`src/hdl/ddof_pkg.sv`:
```
// Package for the differential-drive odometry block.
// Holds the sequencer states, register indexes, heading constants, the
// CORDIC arctangent table, the heading wrap function and a status struct.
package ddof_pkg;

    // Register indexes on the configuration port.
    localparam int unsigned CFG_IDX_W = 3;
    localparam int unsigned CFG_DATA_W = 24;
    localparam logic [CFG_IDX_W-1:0] REG_LEFT_MPC  = 3'd0;
    localparam logic [CFG_IDX_W-1:0] REG_RIGHT_MPC = 3'd1;
    localparam logic [CFG_IDX_W-1:0] REG_INV_TRACK = 3'd2;
    localparam logic [CFG_IDX_W-1:0] REG_IMU_MODE  = 3'd3;
    localparam logic [CFG_IDX_W-1:0] REG_IMU_WEIGHT = 3'd4;

    // Heading constants in Q3.16.
    localparam logic signed [22:0] HEAD_PI      = 23'sd205887;
    localparam logic signed [22:0] HEAD_TWO_PI  = 23'sd411775;
    localparam logic signed [22:0] HEAD_HALF_PI = 23'sd102944;
    localparam logic signed [41:0] DTH_LIMIT    = 42'sd524287;

    // CORDIC start value (gain-compensated one in Q.30).
    localparam logic signed [33:0] CORDIC_GAIN = 34'sd652032874;

    // Speed scale: microseconds per second.
    localparam logic signed [31:0] US_PER_S = 32'sd1000000;

    // Width of the divider dividend (magnitude of a scaled speed).
    localparam int unsigned DIV_W = 44;
    localparam int unsigned PER_W = 20;

    typedef enum logic [4:0] {
        ST_IDLE,
        ST_MUL_L,
        ST_MUL_R,
        ST_DIFF,
        ST_MUL_TH,
        ST_HEAD,
        ST_MUL_W1,
        ST_MUL_W2,
        ST_BLEND,
        ST_COR1,
        ST_MUL_DX,
        ST_MUL_DY,
        ST_COR2,
        ST_MUL_X1,
        ST_MUL_X2,
        ST_MUL_Y1,
        ST_MUL_Y2,
        ST_MUL_LIN,
        ST_DIV_LIN_S,
        ST_DIV_LIN,
        ST_MUL_ANG,
        ST_DIV_ANG_S,
        ST_DIV_ANG,
        ST_DONE
    } seq_state_t;

    // Status of an iterative unit.
    typedef struct packed {
        logic busy;
        logic done;
    } unit_stat_t;

    // Arctangent of 2^-i in Q.30.
    function automatic logic signed [35:0] atan_lookup(input logic [4:0] idx);
        logic signed [35:0] v;
        case (idx)
            5'd0:  v = 36'sd843314857;
            5'd1:  v = 36'sd497837830;
            5'd2:  v = 36'sd263043837;
            5'd3:  v = 36'sd133525159;
            5'd4:  v = 36'sd67021687;
            5'd5:  v = 36'sd33543516;
            5'd6:  v = 36'sd16775851;
            5'd7:  v = 36'sd8388437;
            5'd8:  v = 36'sd4194283;
            5'd9:  v = 36'sd2097149;
            5'd10: v = 36'sd1048576;
            5'd11: v = 36'sd524288;
            5'd12: v = 36'sd262144;
            5'd13: v = 36'sd131072;
            5'd14: v = 36'sd65536;
            5'd15: v = 36'sd32768;
            5'd16: v = 36'sd16384;
            5'd17: v = 36'sd8192;
            5'd18: v = 36'sd4096;
            5'd19: v = 36'sd2048;
            5'd20: v = 36'sd1024;
            5'd21: v = 36'sd512;
            5'd22: v = 36'sd256;
            5'd23: v = 36'sd128;
            default: v = 36'sd0;
        endcase
        return v;
    endfunction

    // Fold a heading into [-pi, pi]; inputs stay within three periods.
    function automatic logic signed [19:0] wrap_heading(input logic signed [22:0] a);
        logic signed [22:0] v;
        v = a;
        for (int k = 0; k < 3; k++) begin
            if (v > HEAD_PI) begin
                v = v - HEAD_TWO_PI;
            end else if (v < -HEAD_PI) begin
                v = v + HEAD_TWO_PI;
            end
        end
        return v[19:0];
    endfunction

endpackage

```
`src/hdl/ddof_divider.sv`:
```
// Restoring radix-2 divider, one quotient bit per cycle.
// Depends on ddof_pkg for operand widths and the status struct.
module ddof_divider (
    input  logic                           clk,
    input  logic                           rst_n,
    input  logic                           start,
    input  logic [ddof_pkg::DIV_W-1:0]     dividend,
    input  logic [ddof_pkg::PER_W-1:0]     divisor,
    output logic [ddof_pkg::DIV_W-1:0]     quotient,
    output ddof_pkg::unit_stat_t           stat
);
    import ddof_pkg::*;

    localparam int CW = $clog2(DIV_W + 1);

    logic             busy_reg;
    logic             done_reg;
    logic [CW-1:0]    cnt_reg;
    logic [DIV_W-1:0] q_reg;
    logic [PER_W-1:0] rem_reg;
    logic [PER_W-1:0] den_reg;
    logic [PER_W:0]   rem_s;
    logic             fits;

    // Shift in the next dividend bit and trial-subtract.
    always_comb
    begin
        rem_s = {rem_reg, q_reg[DIV_W-1]};
        fits  = (rem_s >= {1'b0, den_reg});
    end

    // Control state.
    always_ff @(posedge clk or negedge rst_n)
    begin
        if (!rst_n) begin
            busy_reg <= 1'b0;
            done_reg <= 1'b0;
            cnt_reg  <= '0;
        end else begin
            done_reg <= 1'b0;
            if (start) begin
                busy_reg <= 1'b1;
                cnt_reg  <= CW'(DIV_W);
            end else if (busy_reg) begin
                cnt_reg <= cnt_reg - 1'b1;
                if (cnt_reg == CW'(1)) begin
                    busy_reg <= 1'b0;
                    done_reg <= 1'b1;
                end
            end
        end
    end

    // Remainder and quotient registers.
    always_ff @(posedge clk)
    begin
        if (start) begin
            q_reg   <= dividend;
            rem_reg <= '0;
            den_reg <= divisor;
        end else if (busy_reg) begin
            if (fits) begin
                rem_reg <= PER_W'(rem_s - {1'b0, den_reg});
            end else begin
                rem_reg <= rem_s[PER_W-1:0];
            end
            q_reg <= {q_reg[DIV_W-2:0], fits};
        end
    end

    assign quotient = q_reg;
    assign stat.busy = busy_reg;
    assign stat.done = done_reg;

endmodule

```
`config.mk`:
```
export PLATFORM = sky130hd
export DESIGN_NAME = ddof_divider
export DESIGN_NICKNAME = d
export VERILOG_FILES = /design/src/hdl/ddof_pkg.sv /design/src/hdl/ddof_divider.sv
export SDC_FILE = /design/constraint.sdc
export NUM_CORES = 1
export LEC_CHECK = 0
export ABC_AREA = 1
export BUFFER_PORTS_ARGS = -buffer_cell sky130_fd_sc_hd__buf_4
export CAP_MARGIN = 20
export CORE_MARGIN = 4
export CORE_UTILIZATION = 30
export CTS_BUF_LIST = sky130_fd_sc_hd__clkbuf_4 sky130_fd_sc_hd__clkbuf_8
export CTS_CLUSTER_DIAMETER = 80
export DETAILED_ROUTE_END_ITERATION = 16
export PLACE_DENSITY = 0.54
export SLEW_MARGIN = 20
export SYNTH_ARGS = -nofsm -noshare
export SYNTH_HDL_FRONTEND = slang
export SYNTH_SLANG_ARGS = --single-unit
```
`constraint.sdc`:
```
create_clock -name clk -period 2.55 [get_ports clk]
set_clock_uncertainty 0.15 [all_clocks]
set_input_delay 0.51 -clock clk [delete_from_list [all_inputs] [get_ports clk]]
set_output_delay 0.51 -clock clk [all_outputs]
set_load 0.01 [all_outputs]
```
==> impl_results.md, run 1 <==
* Run status: finished, final reports clean
* Worst R2R Start: den_reg[14]
* CP peak stage delay at 0.34 ns
* Fin crit period at 2.31 ns
* Fraction of layout cells with a size suffix above 1 at 19.9%
* Drt wl/cell at 13.7 um
* Placer Congestion at 0.910
* Crit path max fanout at 23
* Critical path's slowest cell: ha_1
* Reg2reg end: rem_reg[5]
* Main flop type after synthesis: edfxtp_1
* Post-synth top area share at 36.3%
* Async set or reset register ratio after synthesis at 8.70%
* Hold slack final at 0.157 ns
* Setup violators final at 0
* Antenna violations before repair at 0
* Final HPWL DP at 10400 um
* Critical path type: reg -> reg
* Fmax at between 400 and 500 MHz
* Bufs and invs on worst path at 2
* CP required at 2.65 ns
* Endpoint, Worst Hold: den_reg[7]
* PD cells at about 780 nW/um^2
* Delay-heaviest family, CP: simple AND/OR/NAND/NOR gates
* Diode count at 0
* Die Y at 141 um
* Syn Area/Cell at between 7 and 8 sq um
* CP Capture Type: flop
* Sequential share of power at around two fifths
* Critical path arrival at roughly 2.4 ns
* Ports at 113
* Worst Reg2Reg Path Length in Cells at 11
* Yosys top cell by area: edfxtp_1
* GRT overflow at 0
* Top cells by area, synth: edfxtp_1 (36%), nand2_1 (20%), dfxtp_1 (7.6%)
* Vias in the first global route at 4431
* Switching Fraction at between 30% and 40%
* Syn Nets at 769
* Sw Pwr at ~2.0 mW
* Cells along the critical path: inv_1, ha_1, nand2_1, nor2_1, inv_1, nor2_1, nand2_8, nand2_8, nand2_1, nand3_1, o21ai_0
* CTS buffer count at 9
* Clk root buf: clkbuf_8
* Synth Instances at roughly 680
* Max-slew headroom at around 67%
* Fin cells at between 1000 and 1500
* Critical hold path startpoint: divisor[7]
* Comb pwr share at ~44%
* CTS max path bufs at 2
* H-Tree Depth at 3
* Core Footprint at 17300 sq um
* GRT Total Usage at 14.4%
* Clk pwr share at 18.2%
* Library cells used by synthesis at 38
* Top-count cell post-synth: nand2_1
* Worst-path clk slew at ~0.10 ns
* Worst Hold Depth at 1
* Internal at 3.09 mW
* Peak VDD IR at 0.284 mV
* Mapped cell area at 5290 sq um
* First-pass GRT wire length at 22800 um
* DR vias at 4515
* CTS sink count at 92
* Routed Antenna Nets at 0
* # nets final at 884
* Total die area at 19800 sq um
* Residual DRC count at 0
* Drt pass-1 iters at 5
* Iteration-0 DRC count of the detailed router at 225
* Leak at 3.37 nW
* Post-synth EDFFs at 64
* Max cap viols at 0
* Clk_lat worst skew at between 0.3 and 0.4 ns
* Layout Utilization at 38.2%
* Register area share after synthesis at 47.6%
* Worst-Margin Slew at slightly below 0.5 ns
* Initial Util at 30.6%
* Core Rows at 48
* Seq cells post-synth at a little over 90
* Routed vias/inst at between 4 and 5
* Fin. max-slew vios at 0
* Dpl ws at 0.0713 ns
* Synth cell count leaders: nand2_1 (278), inv_1 (105), edfxtp_1 (64)
* Hold crit path type: in -> reg
* Placed Cells at 1004
* Largest net degree at the start of global routing at 48
* Port bufs at 112
* Post-route setup slack at 0.237 ns
* WL final at 14100 um
* Number of flip-flops under the largest register name at 44
* Area Growth Syn to Fin at 24.7%
* Synthesis Warnings at 0
* Final hold violation count at 0
* CTS tree: built
* R2r setup slk at 0.24 ns
* Startpoint types: flop
* Crit share post-route at between 90% and 100%
* Horiz. Die Dim at 141 um
==> stage by stage <==
stage / TNS (ns) / instance area [sq um] / power, mW
after detailed placement: 0 / 6370 / 4.13
after global placement: 0 / 6370 / 4.13
after floorplan: 0 / 5300 / 3.57
after global routing: -0.0202 / 6600 / 5.59
after CTS: 0 / 6550 / 5.08
final: 0 / 6600 / 5.13
==> repair_timing <==
| action | in CTS | in global routing |
|---|---|---|
| buffers inserted | 0 | 2 |
| setup endpoints to repair | 0 | 21 |
| resized for setup | 0 | 3 |
| hold endpoints to repair | 8 | 0 |
| hold buffers | 1 | 0 |
==> worst max path at each step <==
stage,cells past startpoint,endpoint,slack [ns],start
finish,11,rem_reg[5],0.24,den_reg[14]
global route,11,rem_reg[0],-0.02,den_reg[13]
CTS,13,rem_reg[16],0.05,den_reg[8]
detailed placement,13,rem_reg[16],0.07,den_reg[15]
global placement,13,rem_reg[16],0.12,den_reg[8]
floorplan,3,quotient[0],0.44,start
==> layout by cell type, fill, tap and decap left out, types with 3 or more instances in the layout <==
| cell | instances |
|---|---|
| buf_4 | 120 |
| nand2_1 | 278 |
| nand3_2 | 6 |
| xor2_1 | 3 |
| inv_1 | 104 |
| nor2_2 | 3 |
| nor2_4 | 3 |
| xnor2_1 | 6 |
| a21oi_1 | 15 |
| clkbuf_8 | 9 |
| o21ai_1 | 7 |
| nor2_1 | 27 |
| o21ai_0 | 9 |
| ha_1 | 22 |
| nand3b_1 | 3 |
| nand4_1 | 3 |
| dfxtp_1 | 20 |
| edfxtp_1 | 64 |
| dfrtp_1 | 8 |
| nand3_1 | 56 |
| nor3_1 | 7 |
==> power by group through the flow <==
stage	logic, mW	registers (mW)	clock network (mW)
global route	2.56	2.00	1.04
CTS	2.14	1.97	0.973
floorplan	1.58	2.00	0
global placement	2.13	1.99	0
finish	2.23	1.97	0.933
detailed placement	2.13	2.00	0
==> cell type report <==
class / instances / area, sq um
fillers: 1861 / 10700
flip-flops and latches: 92 / 2520
inverters: 106 / 398
multi-input cells: 462 / 2280
clock buffers: 10 / 131
well taps: 225 / 282
clock inverters: 6 / 42.5
repair buffers: 123 / 951
==> cell families after synthesis <==
group	Yosys count	share of synthesized area, %
and+or+nand+nor	391	31.4
xor gates and xnor gates	9	1.49
DFF	92	47.6
buffers and inverters	126	9.76
adders and majority gates	23	5.58
AOI/OAI and AO/OA	38	4.14
==> layer usage <==
| layer | up-vias | track usage (%) | part of all wire (%) |
|---|---|---|---|
| li1 | 2366 | - | - |
| met1 | 1999 | 19.0 | 45 |
| met2 | 138 | 21.8 | 43 |
| met3 | 12 | 5.80 | 10 |
| met4 | 0 | 4.13 | 1.5 |
| met5 | - | 0 | 0 |
==> worst reg2reg max path: cells and delay by family (launching register included) <==
family                   cells  cell delay, ns
adder cells (fa/ha/maj)      1            0.34
flip-flops                   1            0.33
AO/OA/AOI/OAI                1            0.07
buffers and inverters        2            0.10
AND/OR/NAND/NOR              7            1.21
Power figures use the tool's default switching activity.
==> run 2: changes to the inputs <==
- CORE_UTILIZATION: 30 -> 28
- PLACE_DENSITY: 0.54 -> 0.51
==> impl_results.md, run 2 (synthesis results as in run 1) <==
* Run status: finished, final reports clean
* Vias in the first global route at 4521 (+2.0%)
* Reg area at 2520 sq um (unchanged)
* Iteration-0 DRC count of the detailed router at 223 (-0.89%)
* GRT Total Usage at 13.5% (-0.91 points)
* Worst-path clk slew at 0.10 ns (about the same)
* Worst R2R Start: den_reg[8]
* R2r setup slk at 0.28 ns (+0.04 ns)
* Diode count at 0 (unchanged)
* WL met2 at 6080 um (-0.20%)
* Met3 WL at 1280 um (-11%)
* Clk_lat worst skew at 0.38 ns (about the same)
* Fmax at 441 MHz (+1.9%)
* Setup TNS at 0 ns (unchanged)
* Most frequent cells in the layout: nand2_1 (278), buf_4 (120), inv_1 (104)
* Cells along the critical path: inv_1, ha_1, nand2_1, nor2_2, nand2_1, o21bai_4, nand2_4, nand2_4, nand2_8, nand2_1, nand3_1, o21ai_0
* Worst Setup SP: den_reg[8]
* Peak VDD IR at 0.299 mV (+5.3%)
* Most frequent CP cell: nand2_1
* Post-route setup slack at 0.281 ns (+0.0436 ns)
* Placer Congestion at 0.822 (-9.7%)
* Startpoint types: flop
* Setup violators final at 0 (unchanged)
* Residual DRC count at 0 (unchanged)
* Final hold violation count at 0 (unchanged)
* Crit path to: rem_reg[4]
* Routed vias/inst at 4.38 (-0.67%)
* Initial Util at 28.4% (-2.2 points)
* Largest net degree at the start of global routing at 54 (+13%)
* Worst-Margin Slew at 0.587 ns (+0.0977 ns)
* Core Rows at 50 (+4.2%)
* WL final at 14200 um (+0.76%)
* Hold slack final at 0.146 ns (-0.0110 ns)
* Bufs and invs on worst path at 1 (-1)
* Final HPWL DP at 10600 um (+2.0%)
* CP required at 2.66 ns (about the same)
* Critical Path Stages at 12 (+1)
* Multi-input gate area at 2260 sq um (-0.88%)
* CTS buffer count at 9 (unchanged)
* Hold crit path type: in -> reg
* Worst Reg2Reg Path Length in Cells at 12 (+1)
* # nets final at 883 (-0.11%)
* Port bufs at 112 (unchanged)
* CP peak stage delay at 0.36 ns (+0.02 ns)
* Fin crit period at 2.27 ns (-0.0436 ns)
* H-Tree Depth at 3 (unchanged)
* Fin. max-slew vios at 0 (unchanged)
* Metal-1 WL at 6640 um (+5.0%)
* Area Growth Syn to Fin at 25.1%
* Dpl ws at 0.275 ns (+0.204 ns)
* Fillers at 2042 (+9.7%)
* Drt pass-1 iters at 5 (unchanged)
* Core Footprint at 18600 sq um (+7.8%)
* First-pass GRT wire length at 23000 um (+0.85%)
* Drt wl/cell at 13.7 um (about the same)
* Max cap viols at 0 (unchanged)
* Total die area at 21200 sq um (+6.7%)
* Reg2reg end: rem_reg[4]
* Antenna violations before repair at 0 (unchanged)
* Horiz. Die Dim at 146 um (+3.3%)
* Critical path's slowest cell: ha_1
* DR vias at 4520 (+0.11%)
* Max-slew headroom at 60.8% (-6.2 points)
* CTS max path bufs at 2 (unchanged)
* CTS tree: built
* Routed Antenna Nets at 0 (unchanged)
* Crit path max fanout at 23 (unchanged)
* Critical path type: reg -> reg
* Ports at 113 (unchanged)
* GRT overflow at 0 (unchanged)
* CTS sink count at 92 (unchanged)
* PD cells at 789 nW/um^2 (+1.6%)
* Critical path arrival at 2.38 ns (-0.03 ns)
* Clk root buf: clkbuf_8
* Delay-heaviest family, CP: simple AND/OR/NAND/NOR gates
* Unrepaired setup endpoints after global routing: no
* Leak at 3.40 nW (+0.92%)
* Layout Utilization at 35.5% (-2.6 points)
* Uppermost layer routed: met4
* Die Y at 146 um (+3.3%)
* Fraction of layout cells with a size suffix above 1 at 19.8% (-0.10 points)
* Leading cell type in the layout, fill and taps excluded: nand2_1
* Number of flip-flops under the largest register name at 44 (unchanged)
* CP Capture Type: flop
* Crit share post-route at 89.0% (-1.7 points)
==> run 2: timing repair <==
action,in CTS,in global routing
hold endpoints to repair,8,0
gates resized for setup,0,1
setup endpoints to repair,0,1
buffers inserted,0,0
hold buffers,1,0
==> run 2: cell type report <==
type | instances | area share (%)
sequential | 92 | 38.1
inverter | 106 | 6.01
multi-input combinational | 461 | 34.1
clock buffer | 10 | 1.98
clock inverter | 6 | 1.10
tap | 234 | 4.42
timing repair buffer | 123 | 14.4
==> run 2: routing by layer <==
metal / vias to the layer above / global-route usage [%]
met5: - / 0
met4: 0 / 3.70
met3: 12 / 5.70
met2: 119 / 20.9
met1: 2026 / 17.3
li1: 2363 / -
==> run 2: worst register-to-register path, cell delays in order (launching register included) <==
cell	delay (ns)
edfxtp_1	0.35
inv_1	0.04
ha_1	0.36
nand2_1	0.10
nor2_2	0.16
nand2_1	0.07
o21bai_4	0.18
nand2_4	0.09
nand2_4	0.19
nand2_8	0.24
nand2_1	0.09
nand3_1	0.07
o21ai_0	0.07
==> run 2: metrics by stage <==
step / total power [mW] / std cells / cell area, sq um
floorplan: 3.57 / 679 / 5300
global placement: 4.20 / 1015 / 6410
detailed placement: 4.20 / 1015 / 6410
CTS: 5.29 / 1032 / 6620
global route: 5.70 / 1032 / 6630
finish: 5.22 / 1032 / 6630
==> run 2: how the worst min path moves through the flow <==
stage / startpoint / to / cells past startpoint
after floorplan: rst_n / busy_reg / 0
after global placement: rst_n / cnt_reg[3] / 1
after detailed placement: rst_n / done_reg / 1
after CTS: divisor[12] / den_reg[12] / 1
after global routing: divisor[12] / den_reg[12] / 1
final: divisor[12] / den_reg[12] / 1
==> run 2: power breakdown <==
group / internal, mW / total [mW] / switching [mW]
logic: 0.872 / 2.20 / 1.32
registers: 1.83 / 1.96 / 0.133
clock network: 0.477 / 1.07 / 0.589
total: 3.18 / 5.22 / 2.05
