==> src/hdl/ddof_pkg.sv <==
// Package for the differential-drive odometry block.
// Holds the sequencer states, register indexes, heading constants, the
// CORDIC arctangent table, the heading wrap function and a status struct.
package ddof_pkg;

    // Register indexes on the configuration port.
    localparam int unsigned CFG_IDX_W = 3;
    localparam int unsigned CFG_DATA_W = 24;
    localparam logic [CFG_IDX_W-1:0] REG_LEFT_MPC  = 3'd0;
    localparam logic [CFG_IDX_W-1:0] REG_RIGHT_MPC = 3'd1;
    localparam logic [CFG_IDX_W-1:0] REG_INV_TRACK = 3'd2;
    localparam logic [CFG_IDX_W-1:0] REG_IMU_MODE  = 3'd3;
    localparam logic [CFG_IDX_W-1:0] REG_IMU_WEIGHT = 3'd4;

    // Heading constants in Q3.16.
    localparam logic signed [22:0] HEAD_PI      = 23'sd205887;
    localparam logic signed [22:0] HEAD_TWO_PI  = 23'sd411775;
    localparam logic signed [22:0] HEAD_HALF_PI = 23'sd102944;
    localparam logic signed [41:0] DTH_LIMIT    = 42'sd524287;

    // CORDIC start value (gain-compensated one in Q.30).
    localparam logic signed [33:0] CORDIC_GAIN = 34'sd652032874;

    // Speed scale: microseconds per second.
    localparam logic signed [31:0] US_PER_S = 32'sd1000000;

    // Width of the divider dividend (magnitude of a scaled speed).
    localparam int unsigned DIV_W = 44;
    localparam int unsigned PER_W = 20;

    typedef enum logic [4:0] {
        ST_IDLE,
        ST_MUL_L,
        ST_MUL_R,
        ST_DIFF,
        ST_MUL_TH,
        ST_HEAD,
        ST_MUL_W1,
        ST_MUL_W2,
        ST_BLEND,
        ST_COR1,
        ST_MUL_DX,
        ST_MUL_DY,
        ST_COR2,
        ST_MUL_X1,
        ST_MUL_X2,
        ST_MUL_Y1,
        ST_MUL_Y2,
        ST_MUL_LIN,
        ST_DIV_LIN_S,
        ST_DIV_LIN,
        ST_MUL_ANG,
        ST_DIV_ANG_S,
        ST_DIV_ANG,
        ST_DONE
    } seq_state_t;

    // Status of an iterative unit.
    typedef struct packed {
        logic busy;
        logic done;
    } unit_stat_t;

    // Arctangent of 2^-i in Q.30.
    function automatic logic signed [35:0] atan_lookup(input logic [4:0] idx);
        logic signed [35:0] v;
        case (idx)
            5'd0:  v = 36'sd843314857;
            5'd1:  v = 36'sd497837830;
            5'd2:  v = 36'sd263043837;
            5'd3:  v = 36'sd133525159;
            5'd4:  v = 36'sd67021687;
            5'd5:  v = 36'sd33543516;
            5'd6:  v = 36'sd16775851;
            5'd7:  v = 36'sd8388437;
            5'd8:  v = 36'sd4194283;
            5'd9:  v = 36'sd2097149;
            5'd10: v = 36'sd1048576;
            5'd11: v = 36'sd524288;
            5'd12: v = 36'sd262144;
            5'd13: v = 36'sd131072;
            5'd14: v = 36'sd65536;
            5'd15: v = 36'sd32768;
            5'd16: v = 36'sd16384;
            5'd17: v = 36'sd8192;
            5'd18: v = 36'sd4096;
            5'd19: v = 36'sd2048;
            5'd20: v = 36'sd1024;
            5'd21: v = 36'sd512;
            5'd22: v = 36'sd256;
            5'd23: v = 36'sd128;
            default: v = 36'sd0;
        endcase
        return v;
    endfunction

    // Fold a heading into [-pi, pi]; inputs stay within three periods.
    function automatic logic signed [19:0] wrap_heading(input logic signed [22:0] a);
        logic signed [22:0] v;
        v = a;
        for (int k = 0; k < 3; k++) begin
            if (v > HEAD_PI) begin
                v = v - HEAD_TWO_PI;
            end else if (v < -HEAD_PI) begin
                v = v + HEAD_TWO_PI;
            end
        end
        return v[19:0];
    endfunction

endpackage

==> src/hdl/ddof_cordic.sv <==
// Iterative CORDIC rotation giving cosine and sine in Q.30.
// Depends on ddof_pkg for the arctangent table and heading wrap.
module ddof_cordic #(
    parameter int CORDIC_STEPS = 18
) (
    input  logic                     clk,
    input  logic                     rst_n,
    input  logic                     start,
    input  logic signed [19:0]       angle,
    output logic signed [31:0]       cos_out,
    output logic signed [31:0]       sin_out,
    output ddof_pkg::unit_stat_t     stat
);
    import ddof_pkg::*;

    localparam int IW = $clog2(CORDIC_STEPS);

    logic               busy_reg;
    logic               done_reg;
    logic [IW-1:0]      cnt_reg;
    logic               neg_reg;
    logic signed [33:0] x_reg;
    logic signed [33:0] y_reg;
    logic signed [35:0] z_reg;
    logic signed [31:0] cos_reg;
    logic signed [31:0] sin_reg;

    logic signed [22:0] ang_fold;
    logic               neg_fold;
    logic signed [33:0] tx;
    logic signed [33:0] ty;
    logic signed [35:0] at;
    logic signed [33:0] x_step;
    logic signed [33:0] y_step;
    logic signed [35:0] z_step;

    // Wrap, then fold the angle into [-pi/2, pi/2] with a sign flip.
    always_comb
    begin
        ang_fold = {{3{1'b0}}, wrap_heading({{3{angle[19]}}, angle})};
        ang_fold = {{3{ang_fold[19]}}, ang_fold[19:0]};
        neg_fold = 1'b0;
        if (ang_fold > HEAD_HALF_PI) begin
            ang_fold = ang_fold - HEAD_PI;
            neg_fold = 1'b1;
        end else if (ang_fold < -HEAD_HALF_PI) begin
            ang_fold = ang_fold + HEAD_PI;
            neg_fold = 1'b1;
        end
    end

    // One micro-rotation of the shared shift-add datapath.
    always_comb
    begin
        tx = y_reg >>> cnt_reg;
        ty = x_reg >>> cnt_reg;
        at = atan_lookup(5'(cnt_reg));
        if (z_reg >= 0) begin
            x_step = x_reg - tx;
            y_step = y_reg + ty;
            z_step = z_reg - at;
        end else begin
            x_step = x_reg + tx;
            y_step = y_reg - ty;
            z_step = z_reg + at;
        end
    end

    // Control state.
    always_ff @(posedge clk or negedge rst_n)
    begin
        if (!rst_n) begin
            busy_reg <= 1'b0;
            done_reg <= 1'b0;
            cnt_reg  <= '0;
        end else begin
            done_reg <= 1'b0;
            if (start) begin
                busy_reg <= 1'b1;
                cnt_reg  <= '0;
            end else if (busy_reg) begin
                if (cnt_reg == IW'(CORDIC_STEPS - 1)) begin
                    busy_reg <= 1'b0;
                    done_reg <= 1'b1;
                end else begin
                    cnt_reg <= cnt_reg + 1'b1;
                end
            end
        end
    end

    // Datapath registers.
    always_ff @(posedge clk)
    begin
        if (start) begin
            x_reg   <= CORDIC_GAIN;
            y_reg   <= '0;
            z_reg   <= 36'(ang_fold) <<< 14;
            neg_reg <= neg_fold;
        end else if (busy_reg) begin
            x_reg <= x_step;
            y_reg <= y_step;
            z_reg <= z_step;
            if (cnt_reg == IW'(CORDIC_STEPS - 1)) begin
                cos_reg <= neg_reg ? -x_step[31:0] : x_step[31:0];
                sin_reg <= neg_reg ? -y_step[31:0] : y_step[31:0];
            end
        end
    end

    assign cos_out = cos_reg;
    assign sin_out = sin_reg;
    assign stat.busy = busy_reg;
    assign stat.done = done_reg;

endmodule

==> config.mk <==
export PLATFORM = sky130hd
export DESIGN_NAME = ddof_cordic
export DESIGN_NICKNAME = d
export VERILOG_FILES = /design/src/hdl/ddof_pkg.sv /design/src/hdl/ddof_cordic.sv
export SDC_FILE = /design/constraint.sdc
export NUM_CORES = 1
export LEC_CHECK = 0
export BUFFER_PORTS_ARGS = -buffer_cell sky130_fd_sc_hd__buf_2
export CAP_MARGIN = 20
export CORE_ASPECT_RATIO = 1.5
export CORE_MARGIN = 5
export CORE_UTILIZATION = 45
export CTS_BUF_LIST = sky130_fd_sc_hd__clkbuf_4 sky130_fd_sc_hd__clkbuf_8
export CTS_CLUSTER_DIAMETER = 200
export DETAILED_ROUTE_END_ITERATION = 7
export MAX_ROUTING_LAYER = met4
export PLACE_DENSITY_LB_ADDON = 0.15
export SETUP_SLACK_MARGIN = 0.02
export SKIP_CTS_REPAIR_TIMING = 1
export SLEW_MARGIN = 0
export SYNTH_ARGS = -nofsm -noshare
export SYNTH_HDL_FRONTEND = slang
export SYNTH_SLANG_ARGS = --single-unit
export TNS_END_PERCENT = 30
==> constraint.sdc <==
create_clock -name clk -period 18.5 [get_ports clk]
set_input_delay 3.7 -clock clk [delete_from_list [all_inputs] [get_ports clk]]
set_output_delay 3.7 -clock clk [all_outputs]
set_load 0.05 [all_outputs]
==> results of run 1 <==
## layout make-up
cell class	count	share of cell area [%]
inverter	108	1.79
sequential	176	19.6
clock buffer	18	1.07
clock inverter	13	0.774
multi-input combinational	2316	70.7
tap	600	3.32
antenna	1	0.0111
timing repair buffer	111	2.71
## layout by cell type (no fill, tap or decap), types with 19 or more instances in the layout
master,instances
nand4_1,23
nand3_1,68
inv_1,105
or2_2,34
and2_1,24
edfxtp_1,87
mux2i_1,62
buf_4,23
o211ai_1,19
a21oi_1,146
dfxtp_1,82
buf_2,88
ha_1,123
o21ai_0,202
a31oi_1,40
xnor2_1,194
nand2b_1,23
o31ai_1,33
xor2_1,78
nor2b_1,21
o22ai_1,24
nor3_1,64
a22o_1,33
or3_1,57
nand2_1,358
nor2_1,234
and3_1,27
o21a_1,42
mux4_2,50
a211oi_1,36
a21o_1,26
## critical path, delay by kind of cell
family          cells  cell delay [ns]
compound gates     12             4.06
simple gates        8             1.95
fa+ha+maj           4             1.13
xor+xnor            2             0.78
buf+inv             4             0.49
## kinds of logic (layout without fill, tap and decap cells)
kind of cell	after synthesis	after routing	share of synthesized area, %
AO/OA/AOI/OAI	787	787	24.6
AND/OR/NAND/NOR	1001	1001	22.2
other	0	1	0
multiplexers	127	127	8.94
flip-flops	176	176	20.7
XOR/XNOR	275	275	11.3
buffers and inverters	255	250	4.77
adder cells (fa/ha/maj)	126	126	7.46
## where the power goes
| group | switching (mW) | internal, mW | leakage, nW |
|---|---|---|---|
| Clock | 0.166 | 0.137 | 0.210 |
| Sequential | 0.127 | 0.685 | 1.59 |
| Combinational | 2.44 | 1.82 | 7.23 |
| Total | 2.73 | 2.64 | 9.03 |
## through the flow
| stage | hold slack [ns] | std cells |
|---|---|---|
| detailed placement | 0.459 | 3311 |
| floorplan | 0.432 | 2747 |
| global route | 0.507 | 3343 |
| global placement | 0.442 | 3311 |
| CTS | 0.474 | 3342 |
| finish | 0.470 | 3343 |
## final timing paths
kind / slack [ns] / end / startpoint / cells after the start
max: 6.59 / z_reg[20]$_DFFE_PP_ / angle[0] / 30
min: 0.47 / z_reg[11]$_SDFFE_PP0P_ / z_reg[11]$_SDFFE_PP0P_ / 2
max reg2reg: 9.00 / sin_out[31]$_DFFE_PP_ / cnt_reg[0]$_DFFE_PN0P_ / 31
min reg2reg: 0.47 / z_reg[11]$_SDFFE_PP0P_ / z_reg[11]$_SDFFE_PP0P_ / 2
max in group asynchronous: 15.23 / busy_reg$_DFF_PN0_ / rst_n / 1
min in group asynchronous: 3.04 / cnt_reg[0]$_DFFE_PN0P_ / rst_n / 1
## layer usage
layer	track usage (%)	share of wire, %	up-vias
li1	-	-	10100
met1	29.1	37	10000
met2	54.7	55	594
met3	2.24	3.2	198
met4	15.2	5.6	0
met5	-	0	-
==> summary.txt, run 1 <==
Power
  – Pwr/cell area: between 200 and 250 nW/um2
  – Power, Total: ~5.4 mW
  – Leakage: 9.03 nW
  – Peak VDD IR: around 0.00012 V

Finish
  – Final core occ: between 40% and 50%
  – Multi-input gate area: approximately 16000 um2
  – Layout Nets: approximately 2900
  – Fill cells: approximately 4800
  – Reg area: approximately 4400 um2
  – Largest register FFs: 36
  – Finished Cell Area: around 23000 um2
  – Synth-to-layout area growth: 5.58%
  – Share of layout cells above drive strength 1: between 10% and 20%

Detailed routing
  – First-pass detailed-route iteration total: 6
  – Via count: between 20000 and 25000
  – DRT iter0 DRCs: 1476
  – Via/cell ratio: 6.25
  – Final ANT Viol Nets: 0
  – # DRC: 0
  – Wirelength per Cell: 22.5 um
  – Total Wirelength: 75.3 mm

Synthesis
  – YS warnings: 0
  – Number of synthesized flops with an enable pin: 87
  – Fraction of registers with async set/reset: under 10%
  – Commonest cells post-synth: nand2_1 (358), nor2_1 (236), o21ai_0 (202), xnor2_1 (194), a21oi_1 (146)
  – Top cells by area, synth: edfxtp_1 (12%), xnor2_1 (7.9%), dfxtp_1 (7.7%), ha_1 (7.2%), nand2_1 (6.3%)
  – Post-Syn Nets: around 2900
  – Yosys top cell by area: edfxtp_1
  – Synth Flop Type: edfxtp_1
  – Synthesis-stage register bit count: 176
  – Post-synth top area share: approximately 12%
  – Register area share after synthesis: 20.7%
  – Cell area after synthesis: 21400 um2
  – Most common cell in the netlist: nand2_1
  – Synth Instances: 2747
  – Post-Syn Area per Cell: ~7.8 um2
  – Distinct cell type count after synthesis: between 100 and 150

Clock tree
  – CTS Root Buffer Type: clkbuf_8
  – TritonCTS clock tree: done
  – Htree depth: 4
  – Clk_lat worst skew: around 0.54 ns
  – Clock transition at path regs: 0.10 ns
  – Longest Clk Path Bufs: 2
  – Num CTS Buffers: 17
  – Clock Sinks: ~180

Timing
  – Max-slew violation count: 0
  – RSZ-0062 raised after global routing: no
  – Rel. slew slack: a little under a quarter
  – FMAX: 0.0840 GHz
  – Hold Fails Final Rpt: 0
  – Worst clock skew: approximately 0.028 ns
  – Slew at the pin closest to its max-slew limit: about 1.2 ns
  – # setup viols final: 0
  – Final period util: around 64%
  – Setup ws final: 6.59 ns
  – Final min period: between 10 and 15 ns
  – TNS Setup: 0 ns

Global route
  – Vias in the first global route: approximately 21000
  – Antenna violations before repair: 1
  – Pin count of the biggest net entering global routing: between 90 and 100
  – GRT Total Usage: between 20 and 30%
  – Grt ovf: 0
  – Global-route wire length before repair: approximately 120 mm

Placement
  – Port Buf Inserts: 88
  – DPL Wire Length: 59.0 mm
  – Placed Area: between 20000 and 25000 um2
  – Global placement routability congestion: slightly below 1
  – Pre-CTS WS: between 6 and 7 ns

Setup path
  – WP data required: ~19 ns
  – Crit end category: flip-flop
  – Worst-path maximum fanout: 18
  – CP arrival: between 10 and 15 ns
  – CP dominant cell by count: ha_1
  – Startpoint Class: input port
  – Max incr delay on CP: just over 0.9 ns
  – Critical path class: in2reg
  – Slowest CP cell: o311ai_2

Die
  – Initial core utilization: a little under half
  – FP Rows: 98
  – Die Span X: 188 um
  – CORE AREA: 47500 um2
  – Die H: 277 um
  – Top-Level Pins: just under 90
  – DIE AREA: 52200 um2

Outcome
  – Outcome: complete, no violations

Flow run
  – MaxCap Viol Count: 0

Hold path
  – Worst hold path type: reg2reg
Power figures use the tool's default switching activity.
==> run 2: changes to the inputs <==
- clock period: 18.5 -> 11.95 ns (I/O delays scaled with it)
==> run 2 against run 1 <==
  * Sequential power up 56%
  * Clock skew down 0.014 ns
  * Die area unchanged
  * First-iteration DRC count up 5.0%
==> summary.txt, run 2 (synthesis gave the netlist of run 1 again) <==
Die
  – DIE AREA: ~52000 um2
  – Initial core utilization: roughly 45%
  – Die H: 277 um
  – Die Span X: around 190 um
  – Top-Level Pins: 89
  – FP Rows: 98
  – CORE AREA: roughly 47000 um2

Placement
  – Port Buf Inserts: 88
  – DPL Wire Length: a little under 60 mm
  – Global placement routability congestion: slightly above 1
  – Pre-CTS WS: 0.828 ns

Power
  – Leakage: 9.03 nW
  – Power, Total: just over 8 mW
  – Pwr/cell area: roughly 370 nW/um2
  – Peak VDD IR: about 0.00016 V

Clock tree
  – Htree depth: 4
  – CTS Root Buffer Type: clkbuf_8
  – Clk_lat worst skew: roughly 0.52 ns
  – Num CTS Buffers: 17
  – TritonCTS clock tree: done
  – Clock transition at path regs: around 0.1 ns
  – Clock Sinks: between 150 and 200
  – Longest Clk Path Bufs: 2

Timing
  – TNS Setup: 0 ns
  – RSZ-0062 raised after global routing: no
  – Final period util: approximately nine tenths
  – Final min period: around 11 ns
  – Max-slew violation count: 0
  – FMAX: 0.0915 GHz
  – # setup viols final: 0
  – Hold Slack: between 0.4 and 0.5 ns
  – Rel. slew slack: between 20% and 30%
  – Worst clock skew: 0.0143 ns
  – Hold Fails Final Rpt: 0
  – Setup ws final: 1.02 ns
  – Slew at the pin closest to its max-slew limit: around 1.1 ns

Setup path
  – Slowest CP cell: o311ai_2
  – CP dominant cell by count: ha_1
  – Startpoint Class: input port
  – WP data required: 12.20 ns
  – Worst-path maximum fanout: 18
  – Critical path class: in2reg
  – CP arrival: roughly 11 ns
  – Max incr delay on CP: ~0.86 ns
  – Crit end category: flip-flop

Hold path
  – Worst hold path type: reg2reg

Finish
  – Synth-to-layout area growth: 5.65%
  – Layout Nets: 2880
  – Share of layout cells above drive strength 1: roughly a tenth
  – Reg area: between 4000 and 5000 um2
  – Fill cells: around 4800
  – Commonest non-fill, non-tap cells in the layout: nand2_1 (358), nor2_1 (234), o21ai_0 (202)
  – Most common cell after layout, fill and taps aside: nand2_1
  – Final core occ: between 40% and 50%
  – Largest register FFs: 36
  – Multi-input gate area: roughly 16000 um2

Global route
  – Vias in the first global route: ~21000
  – Pin count of the biggest net entering global routing: roughly 90
  – Grt ovf: 0
  – GRT Total Usage: roughly 29%
  – Global-route wire length before repair: around 120 mm
  – Antenna violations before repair: 1

Detailed routing
  – First-pass detailed-route iteration total: 8
  – Via/cell ratio: 6.28
  – Final ANT Viol Nets: 0
  – Total Wirelength: 75.2 mm
  – Wirelength per Cell: around 22 um
  – Via count: 21000
  – # DRC: 0
  – DRT iter0 DRCs: ~1600

Outcome
  – Outcome: complete, no violations

Flow run
  – MaxCap Viol Count: 0
run 2: cell count changes in the layout (fill, tap and decap cells not counted):
cell,before,now
buf_4,23,24
clkbuf_4,1,2
clkinvlp_4,1,3
clkinv_4,2,1
inv_8,1,2
inv_6,5,3
run 2: through the flow:
| stage | cell area (um2) | std cells |
|---|---|---|
| floorplan | 21400 | 2747 |
| global placement | 22200 | 3312 |
| detailed placement | 22200 | 3312 |
| CTS | 22600 | 3344 |
| global route | 22600 | 3345 |
| finish | 22600 | 3345 |
run 2: power breakdown:
group / leakage [nW] / internal (mW) / switching, mW
clock network: 0.208 / 0.216 / 0.258
registers: 1.59 / 1.06 / 0.208
logic: 7.24 / 2.81 / 3.74
run 2: cell type report:
| class | instances | area share, % |
|---|---|---|
| multi-input combinational | 2316 | 70.7 |
| sequential | 176 | 19.6 |
| tap | 600 | 3.32 |
| timing repair buffer | 112 | 2.74 |
| inverter | 108 | 1.79 |
| clock buffer | 19 | 1.10 |
| clock inverter | 13 | 0.774 |
| antenna | 1 | 0.0111 |
run 2: worst max-delay path, delay by kind of cell:
| family | cells | cell delay (ns) |
|---|---|---|
| xor+xnor | 2 | 0.94 |
| buf+inv | 4 | 0.47 |
| fa+ha+maj | 4 | 1.19 |
| compound gates | 12 | 4.14 |
| simple gates | 8 | 2.00 |
run 2: path summary, 6_finish.rpt:
| kind | end | slack (ns) | start | cells after the start |
|---|---|---|---|---|
| max reg2reg | sin_out[31]$_DFFE_PP_ | 2.54 | cnt_reg[0]$_DFFE_PN0P_ | 31 |
| min | z_reg[11]$_SDFFE_PP0P_ | 0.47 | z_reg[11]$_SDFFE_PP0P_ | 2 |
| max | z_reg[20]$_DFFE_PP_ | 1.02 | angle[0] | 30 |
| min reg2reg | z_reg[11]$_SDFFE_PP0P_ | 0.47 | z_reg[11]$_SDFFE_PP0P_ | 2 |
| min in group asynchronous | cnt_reg[3]$_DFFE_PN0P_ | 1.72 | rst_n | 1 |
| max in group asynchronous | cnt_reg[0]$_DFFE_PN0P_ | 10.00 | rst_n | 1 |
run 2: per-layer routing:
| metal | up-vias | global-route usage (%) | part of all wire, % |
|---|---|---|---|
| met5 | - | - | 0 |
| met4 | 0 | 17.7 | 7.3 |
| met3 | 247 | 2.92 | 3.8 |
| met2 | 665 | 53.6 | 53 |
| met1 | 10100 | 29.1 | 36 |
| li1 | 10000 | - | - |
